`src/hw/rtl/isqrt_pkg.sv`:
```
// shared types, constants and microcode for the integer square root block
package isqrt_pkg;

  // widths of the item fields
  localparam int DATA_W  = 64;
  localparam int WCODE_W = 2;

  // widest operand the block handles, in bits (8 to 64)
  localparam int MAX_WIDTH = 64;

  // microprogram counter
  localparam int STEP_W = 2;

  // step addresses
  localparam logic [STEP_W-1:0] STEP_WAIT  = 2'd0;
  localparam logic [STEP_W-1:0] STEP_CHECK = 2'd1;
  localparam logic [STEP_W-1:0] STEP_ITER  = 2'd2;
  localparam logic [STEP_W-1:0] STEP_EMIT  = 2'd3;

  // jump conditions
  localparam int COND_W = 3;
  localparam logic [COND_W-1:0] COND_NEXT     = 3'd0;
  localparam logic [COND_W-1:0] COND_NO_INPUT = 3'd1;
  localparam logic [COND_W-1:0] COND_NEG      = 3'd2;
  localparam logic [COND_W-1:0] COND_NOT_LAST = 3'd3;
  localparam logic [COND_W-1:0] COND_OUT_BUSY = 3'd4;

  // width codes
  localparam logic [WCODE_W-1:0] WCODE_8  = 2'd0;
  localparam logic [WCODE_W-1:0] WCODE_16 = 2'd1;
  localparam logic [WCODE_W-1:0] WCODE_32 = 2'd2;
  localparam logic [WCODE_W-1:0] WCODE_64 = 2'd3;

  // one control word
  typedef struct packed {
    logic              accept;
    logic              iter;
    logic              emit;
    logic [COND_W-1:0] cond;
    logic [STEP_W-1:0] target;
  } ctrl_t;

  // status flags fed back to the sequencer
  typedef struct packed {
    logic in_valid;
    logic neg;
    logic last;
    logic out_busy;
  } stat_t;

  // per-width operand setup
  typedef struct packed {
    logic [DATA_W-1:0] mask;
    logic [DATA_W-1:0] start_bit;
    logic [DATA_W-1:0] sign_bit;
  } wsetup_t;

  // microprogram rom
  function automatic ctrl_t ucode_rom(input logic [STEP_W-1:0] step);
    ctrl_t c;
    c = '0;
    case (step)
      // wait for an item, stay here while none is offered
      STEP_WAIT: begin
        c.accept = 1'b1;
        c.cond   = COND_NO_INPUT;
        c.target = STEP_WAIT;
      end
      // negative operands skip the root
      STEP_CHECK: begin
        c.cond   = COND_NEG;
        c.target = STEP_EMIT;
      end
      // one root bit per pass
      STEP_ITER: begin
        c.iter   = 1'b1;
        c.cond   = COND_NOT_LAST;
        c.target = STEP_ITER;
      end
      // hand result to output register, then wrap to wait
      STEP_EMIT: begin
        c.emit   = 1'b1;
        c.cond   = COND_OUT_BUSY;
        c.target = STEP_EMIT;
      end
      default: begin
        c = '0;
      end
    endcase
    return c;
  endfunction

  // effective width in bits, capped at MAX_WIDTH
  function automatic int eff_width(input logic [WCODE_W-1:0] code);
    int w;
    case (code)
      WCODE_8:  w = 8;
      WCODE_16: w = 16;
      WCODE_32: w = 32;
      WCODE_64: w = 64;
      default:  w = 64;
    endcase
    if (w > MAX_WIDTH) begin
      w = MAX_WIDTH;
    end
    return w;
  endfunction

  // mask, first trial bit (even position) and sign bit for a width code
  function automatic wsetup_t width_setup(input logic [WCODE_W-1:0] code);
    wsetup_t s;
    int      w;
    w = eff_width(code);
    if (w >= DATA_W) begin
      s.mask = '1;
    end else begin
      s.mask = (DATA_W'(1) << w) - DATA_W'(1);
    end
    s.start_bit = DATA_W'(1) << ((w - 1) & ~1);
    s.sign_bit  = DATA_W'(1) << (w - 1);
    return s;
  endfunction

endpackage

```
`src/hw/rtl/integer_square_root_top.sv`:
```
// top level: floor square root with a microcoded digit-by-digit datapath
// operand widths 8/16/32/64 bits; an accepted item goes from the wait step to the check step, then
// a negative signed operand goes straight to the emit step, any other item gets one root bit per
// pass of the iterate step until the last root bit and then goes to the emit step; the output
// register lets the next item enter while a result waits
// rst_n is synchronous: sequencer returns to wait, output valid clears
module integer_square_root_top (
  input  logic                              clk,
  input  logic                              rst_n,
  input  logic                              in_valid,
  output logic                              in_stall,
  input  logic [isqrt_pkg::DATA_W-1:0]      in_operand,
  input  logic [isqrt_pkg::WCODE_W-1:0]     in_width_code,
  input  logic                              in_is_signed,
  output logic                              out_valid,
  input  logic                              out_stall,
  output logic [isqrt_pkg::DATA_W-1:0]      out_root
);

  isqrt_pkg::ctrl_t    ctrl;
  isqrt_pkg::stat_t    stat;
  isqrt_pkg::wsetup_t  setup;

  logic [isqrt_pkg::DATA_W-1:0] x_r, x_nxt;
  logic [isqrt_pkg::DATA_W-1:0] res_r, res_nxt;
  logic [isqrt_pkg::DATA_W-1:0] bit_r, bit_nxt;
  logic                         neg_r, neg_nxt;
  logic [isqrt_pkg::DATA_W-1:0] masked;
  logic [isqrt_pkg::DATA_W-1:0] trial;
  logic                         fits;
  logic                         accept;
  logic                         out_busy;
  logic                         emit_go;
  logic                         out_valid_r, out_valid_nxt;
  logic [isqrt_pkg::DATA_W-1:0] out_root_r;

  // sequencer
  isqrt_seq u_seq (
    .clk   (clk),
    .rst_n (rst_n),
    .stat  (stat),
    .ctrl  (ctrl)
  );

  // input handshake
  assign in_stall = ~ctrl.accept;
  assign accept   = in_valid & ctrl.accept;

  // operand setup for the selected width
  assign setup  = isqrt_pkg::width_setup(in_width_code);
  assign masked = in_operand & setup.mask;

  // trial value: res and bit never overlap, so an or is the sum
  assign trial = res_r | bit_r;
  assign fits  = (x_r >= trial);

  // datapath next values
  always_comb begin
    x_nxt   = x_r;
    res_nxt = res_r;
    bit_nxt = bit_r;
    neg_nxt = neg_r;
    if (accept) begin
      x_nxt   = masked;
      res_nxt = '0;
      bit_nxt = setup.start_bit;
      neg_nxt = in_is_signed & ((masked & setup.sign_bit) != '0);
    end else if (ctrl.iter) begin
      if (fits) begin
        x_nxt   = x_r - trial;
        res_nxt = (res_r >> 1) | bit_r;
      end else begin
        res_nxt = res_r >> 1;
      end
      bit_nxt = bit_r >> 2;
    end
  end

  always_ff @(posedge clk) begin
    x_r   <= x_nxt;
    res_r <= res_nxt;
    bit_r <= bit_nxt;
    neg_r <= neg_nxt;
  end

  // output register
  assign out_busy      = out_valid_r & out_stall;
  assign emit_go       = ctrl.emit & ~out_busy;
  assign out_valid_nxt = emit_go | out_busy;

  always_ff @(posedge clk) begin
    if (!rst_n) begin
      out_valid_r <= 1'b0;
    end else begin
      out_valid_r <= out_valid_nxt;
    end
  end

  always_ff @(posedge clk) begin
    if (emit_go) begin
      out_root_r <= neg_r ? x_r : res_r;
    end
  end

  assign out_valid = out_valid_r;
  assign out_root  = out_root_r;

  // status back to the sequencer
  assign stat.in_valid = in_valid;
  assign stat.neg      = neg_r;
  assign stat.last     = bit_r[0];
  assign stat.out_busy = out_busy;

endmodule

```
`src/hw/rtl/isqrt_seq.sv`:
```
// microcode sequencer: step counter, control rom and conditional jumps
module isqrt_seq (
  input  logic                            clk,
  input  logic                            rst_n,
  input  isqrt_pkg::stat_t                stat,
  output isqrt_pkg::ctrl_t                ctrl
);

  logic [isqrt_pkg::STEP_W-1:0] step_r;
  logic [isqrt_pkg::STEP_W-1:0] step_nxt;
  logic                         take_jump;

  // control word of the current step
  assign ctrl = isqrt_pkg::ucode_rom(step_r);

  // jump condition select
  always_comb begin
    case (ctrl.cond)
      isqrt_pkg::COND_NEXT:     take_jump = 1'b0;
      isqrt_pkg::COND_NO_INPUT: take_jump = ~stat.in_valid;
      isqrt_pkg::COND_NEG:      take_jump = stat.neg;
      isqrt_pkg::COND_NOT_LAST: take_jump = ~stat.last;
      isqrt_pkg::COND_OUT_BUSY: take_jump = stat.out_busy;
      default:                  take_jump = 1'b0;
    endcase
  end

  // next step: jump target or fall through (wraps to wait)
  assign step_nxt = take_jump ? ctrl.target : step_r + isqrt_pkg::STEP_W'(1);

  // step counter
  always_ff @(posedge clk) begin
    if (!rst_n) begin
      step_r <= isqrt_pkg::STEP_WAIT;
    end else begin
      step_r <= step_nxt;
    end
  end

endmodule
```
`config.mk`:
```
export PLATFORM = sky130hd
export DESIGN_NAME = integer_square_root_top
export DESIGN_NICKNAME = d
export VERILOG_FILES = /design/src/hw/rtl/isqrt_pkg.sv /design/src/hw/rtl/integer_square_root_top.sv /design/src/hw/rtl/isqrt_seq.sv
export SDC_FILE = /design/constraint.sdc
export NUM_CORES = 1
export LEC_CHECK = 0
export BUFFER_PORTS_ARGS = -buffer_cell sky130_fd_sc_hd__buf_4
export CAP_MARGIN = 10
export CORE_ASPECT_RATIO = 1.1
export CORE_MARGIN = 2
export CORE_UTILIZATION = 51
export CTS_BUF_LIST = sky130_fd_sc_hd__clkbuf_2
export DETAILED_ROUTE_END_ITERATION = 8
export PLACE_DENSITY_LB_ADDON = 0.05
export REMOVE_ABC_BUFFERS = 1
export SYNTH_ARGS = -nofsm -noshare
export SYNTH_HDL_FRONTEND = slang
export SYNTH_SLANG_ARGS = --single-unit
```
`constraint.sdc`:
```
create_clock -name clk -period 7.5 [get_ports clk]
set_clock_uncertainty 0.05 [all_clocks]
set_input_delay 0 -clock clk [delete_from_list [all_inputs] [get_ports clk]]
set_output_delay 0 -clock clk [all_outputs]
set_load 0.02 [all_outputs]
```
==> results.cfg, run 1 <==
[outcome]
status = complete, no violations

[grt]
track_usage_pct = 26.8
grt_max_degree = 68
gr-total-overflow = 0
grtUsageMet3_pct = 3.98
use_met1_pct = 35.2
antenna_found_initial = 1
grt_pass1_wl_um = 58400
grt_pass1_vias = 11500
met2_usage_pct = 44.9
top_usage_layer = met2

[synth]
synth_edf_count = 161
ys_seq_area_share_pct = 46.4
syn_inst = 1356
yosys_warnings = 0
synth_seq_cells = 227
synth_area_um2 = 13300
ys_types = 68
synth.avg_cell_area_um2 = 9.78
async_reset_ff_share_pct = 0
ys.flop_type = edfxtp_1

[setup_path]
r2r-start = bit_r[0]
r2r_setup_slack_ns = 2.81
cp.arrival_ns = 5.11
rr_worst_depth = 15
crit_required_ns = 7.92
crit_path_end_kind = register
critPathLaunchType = register
criticalPathCategory = reg2reg
worstPathMaxFanout = 35
reg2reg_to = x_r[7]
cp-startpoint = bit_r[0]
crit_path_end = x_r[7]

[clock_network]
clk-insertion-delay-late_ns = 0.88
clock_path_buffers = 3
numCtsBuffers = 57
cts_resized = 0
htreeDepth = 2
cts.sinks = 227
hold_buffers = 185
cts_setup_buffers = 0
clk_pin_slew_ns = 0.12
ctsRootBufferMaster = clkbuf_2
cts_tree = done

[layout]
drive_gt1_share_pct = 20.2
area_growth_pct = 27.1
fillers = 2096
layout.nets = 1814

[worst_hold_path]
hp-class = in2reg

[sta]
rsz0062_at_grt = false
worst-slew-pin-transition_ns = 1.07
min_period_ns = 4.69
fin_crit_sh_pct = 62.6
setup_tns_ns = 0
fmax_mhz = 213
slew_headroom_pct = 28.5
hold_viol_final = 0
setup_viol = 0
maxSlewViolCount = 0

[drt]
drc = 0
wirelength_um = 36700
num_vias = 11500
wl_per_cell_um = 17.8
dr.first_iter.drc_count = 749
vias_per_cell = 5.55
drtAntennaViolNets = 0
firstDrtPassIters = 7

[die]
core_um2 = 25400
die_width_um = 158
rows = 61
start_util_pct = 52.2
dieArea_um2 = 27300
io_pins = 137
die_y_um = 173

[placed_design]
port_buffers = 136
hpwl_um = 23700
place_congestion = 0.945

[flow_run]
drv_cap = 0
[per-stage QoR]
stage / instance area (um^2) / utilization [%] / cells / hold slack, ns / setup WS, ns
6_report: 16900 / 66.3 / 2064 / 0.180 / 2.81
5_1_grt: 16900 / 66.3 / 2064 / 0.134 / 2.51
4_1_cts: 16800 / 66.3 / 2063 / 0.0793 / 2.81
3_5_place_dp: 14500 / 57.1 / 1775 / 0.196 / 2.86
3_3_place_gp: 14500 / 57.1 / 1775 / 0.189 / 2.99
2_1_floorplan: 12900 / - / 1282 / 0.0782 / 1.65
[worst min-delay path by stage]
| stage | from | to | slack (ns) | cells after the start |
|---|---|---|---|---|
| 2_1_floorplan | rst_n | out_valid | 0.08 | 1 |
| 3_3_place_gp | rst_n | out_valid | 0.19 | 2 |
| 3_5_place_dp | rst_n | out_valid | 0.20 | 2 |
| 4_1_cts | in_width_code[0] | bit_r[14] | 0.08 | 4 |
| 5_1_grt | in_width_code[0] | bit_r[14] | 0.13 | 4 |
| 6_report | in_width_code[0] | bit_r[14] | 0.18 | 4 |
[critical path, cell delays in order, from the launching register on]
cell and delay, ns:
edfxtp_1 0.43, or2_2 0.30, ha_1 0.20, inv_1 0.07
fa_1 0.20, a21o_1 0.16, a221oi_2 0.09, o211a_1 0.24
nor3_1 0.39, a21oi_1 0.27, nor2_1 0.22, nor4_2 0.08
o211ai_4 0.21, nand2_1 0.08, nand2_2 0.66, buf_4 0.61
[state kept, by name, summed over array words and instances (netlist names)]
register      count
bit_r            32
neg_r             1
out_root         64
out_valid         1
res_r            63
u_seq.step_r      2
x_r              64
[layout by cell type (no fill, tap or decap), drive strengths merged, types with 6 or more instances in the layout]
cell type | synthesis | routed
dfxtp | 66 | 66
clkinv | 0 | 18
xnor2 | 33 | 33
edfxtp | 161 | 161
and2 | 33 | 33
a21boi | 6 | 6
mux2i | 32 | 32
o21a | 6 | 6
and3 | 6 | 6
nand2 | 134 | 134
nor3 | 13 | 13
a21o | 38 | 38
buf | 20 | 147
nor2 | 112 | 112
o31ai | 6 | 6
a21oi | 153 | 153
nand4 | 24 | 24
mux2 | 32 | 32
o21ai | 149 | 149
o21bai | 18 | 18
ha | 69 | 69
nand3 | 26 | 26
inv | 59 | 59
clkbuf | 54 | 85
nand2b | 7 | 7
xor2 | 25 | 25
a31oi | 6 | 6
dlygate4sd3 | 0 | 185
[cells by family (layout without fill, tap and decap cells)]
logic type,Yosys count,in the layout,share of synthesized area (%)
adders and majority gates,70,70,6.66
xor gates and xnor gates,58,58,3.83
AOI/OAI and AO/OA,421,421,20.2
and+or+nand+nor,382,382,13.4
other,0,1,0
buffers and inverters,133,494,4.16
DFF,227,227,46.4
muxes,65,65,5.30
[cell usage after synthesis, types with 4 or more instances]
library cell,count,share of area [%]
inv_1,59,1.7
buf_2,9,0.34
a31oi_1,6,0.28
xor2_1,25,1.7
buf_1,6,0.17
nor2b_1,5,0.24
nand4_1,22,1.0
dfxtp_1,66,10
o21a_1,6,0.34
nand2_1,134,3.8
xnor2_1,33,2.2
a21oi_2,57,3.8
edfxtp_1,161,36
clkbuf_1,54,1.5
nor3_1,11,0.42
nand3_1,25,0.94
ha_1,69,6.5
or3_1,5,0.24
a22o_1,5,0.33
mux2i_1,32,2.4
a21oi_1,96,3.6
and3_1,6,0.28
nor2_1,112,3.2
and2_1,33,1.6
a21boi_0,5,0.28
mux2_2,32,2.7
o21ai_0,145,5.5
a21o_1,37,2.1
nand2b_1,7,0.33
a211oi_1,4,0.23
a221oi_1,4,0.26
o21ai_1,4,0.15
o31ai_1,6,0.34
o21bai_1,18,1.0
[routing by layer]
metal / up-vias / wire [um]
met4: 0 / 1020
met1: 5449 / 16300
li1: 5588 / -
met2: 358 / 17500
met5: - / 0
met3: 67 / 1930
[final cells by class]
cell class,instances,area (um^2),share of cell area (%)
multi-input cells,996,6590,39.1
flip-flops and latches,227,6160,36.5
repair buffers,332,2960,17.5
well taps,346,433,2.57
clock buffers,85,425,2.52
inverters,59,223,1.32
clock inverters,18,72.6,0.431
diodes,1,2.50,0.0148
Power of run 1 is not shown: default switching activity piles up to over one toggle a cycle in this logic, so the estimate is an artifact.
==> run 2, diff against run 1 <==
Clock period 7.5 ns to 3.93 ns, I/O delays scaled along.
==> run 2 against run 1 <==
Worst setup slack got worse by 2.6 ns. Die area unchanged. Cell count is essentially flat. Count of clock-buffer cells in the layout fell by 5. Core utilization increased by 0.14 points. Global-route usage up 0.36 points. Final area up 0.21%. First-iteration DRC count grew 15%.
==> results.cfg, run 2 (same netlist as run 1, synthesis figures left out) <==
[grt]
track_usage_pct = 27.1
antenna_found_initial = 1
grt_pass1_vias = 11500
gr-total-overflow = 0
grt_max_degree = 86
grt_pass1_wl_um = 59300

[drt]
vias_per_cell = 5.59
dr.first_iter.drc_count = 859
wirelength_um = 37100
num_vias = 11500
drc = 0
wl_per_cell_um = 18.0
firstDrtPassIters = 7
drtAntennaViolNets = 0

[clock_network]
cts.sinks = 227
htreeDepth = 2
numCtsBuffers = 57
clk-insertion-delay-late_ns = 0.88
cts_setup_buffers = 0
clk_pin_slew_ns = 0.12
ctsRootBufferMaster = clkbuf_2
clock_path_buffers = 3
cts_tree = done

[sta]
fmax_mhz = 267
min_period_ns = 3.74
worst-slew-pin-transition_ns = 1.01
rsz0062_at_grt = false
maxSlewViolCount = 0
slew_headroom_pct = 32.9
setup_ws_ns = 0.186
fin_crit_sh_pct = 95.3
hold_viol_final = 0
setup_viol = 0

[layout]
final_common_cell = dlygate4sd3_1
layout.nets = 1812
layout_common_cells = 165 x dlygate4sd3_1, 162 x buf_4, 161 x edfxtp_1, 145 x o21ai_0, 132 x nand2_1
area_growth_pct = 27.3
drive_gt1_share_pct = 21.3

[setup_path]
crit_path_end_kind = register
cp.arrival_ns = 4.33
rr_worst_depth = 14
critPathLaunchType = register
worstPathMaxFanout = 4
crit_required_ns = 4.51
crit_path_top_delay_cell = a221oi_2
cp_cell_sequence = or2_2, ha_1, inv_1, fa_1, a21o_1, a221oi_2, o21ai_0, a21oi_1, o21ai_1, a211o_1, nand3b_1, a22o_1, mux2i_1, o311ai_1
cpPeakStageDelay_ns = 0.44
criticalPathCategory = reg2reg

[die]
start_util_pct = 52.2
core_um2 = 25400
io_pins = 137
die_width_um = 158
die_y_um = 173
rows = 61
dieArea_um2 = 27300

[flow_run]
drv_cap = 0

[placed_design]
port_buffers = 136
hpwl_um = 24900
dp_slack_ns = 0.150
place_congestion = 0.927

[worst_hold_path]
hp-class = in2reg
holdPathStages = 4

[outcome]
status = complete, no violations
-- run 2: critical path: cells and delay by family (launching register included) --
family	cells	cell delay [ns]
DFF	1	0.38
buffers and inverters	1	0.06
muxes	1	0.19
and+or+nand+nor	2	0.25
AOI/OAI and AO/OA	8	2.02
adders and majority gates	2	0.57
-- run 2: what timing repair did --
| item | CTS | global route |
|---|---|---|
| setup endpoints to repair | 0 | 59 |
| hold buffers | 165 | 0 |
| gates resized for setup | 0 | 4 |
| hold endpoints to repair | 175 | 0 |
-- run 2: per-stage QoR --
stage	setup TNS, ns	std cells	hold slack [ns]	utilization, %	instance area [um^2]
global route	0	2062	0.0984	66.4	16900
global placement	0	1793	0.190	57.7	14700
finish	0	2062	0.130	66.4	16900
CTS	0	2061	0.0575	66.4	16900
floorplan	-239.77	1282	0.0782	-	12900
detailed placement	0	1793	0.189	57.7	14700
-- run 2: path summary, 6_finish.rpt --
path	startpoint	endpoint	slack, ns
worst min-delay path	in_width_code[0]	bit_r[30]	0.13
worst max register to register	bit_r[0]	x_r[62]	0.19
worst max-delay path	bit_r[0]	x_r[62]	0.19
worst min register to register	res_r[31]	res_r[30]	0.48
-- run 2: cell type report --
type                       count  area, um^2
antenna                        1        2.50
clock buffer                  80         400
clock inverter                23         144
fill                        2114        8530
inverter                      59         223
multi-input combinational    996        6600
sequential                   227        6160
tap                          346         433
timing repair buffer         330        2930
-- run 2: layer usage --
| metal | track usage (%) | up-vias | routed length, um |
|---|---|---|---|
| met1 | 35.7 | 5499 | 16100 |
| met5 | 0 | - | 0 |
| met3 | 4.29 | 89 | 2020 |
| met2 | 44.8 | 382 | 17800 |
| met4 | 10.3 | 0 | 1210 |
| li1 | - | 5553 | - |
Power of run 2 is left out for the same reason.
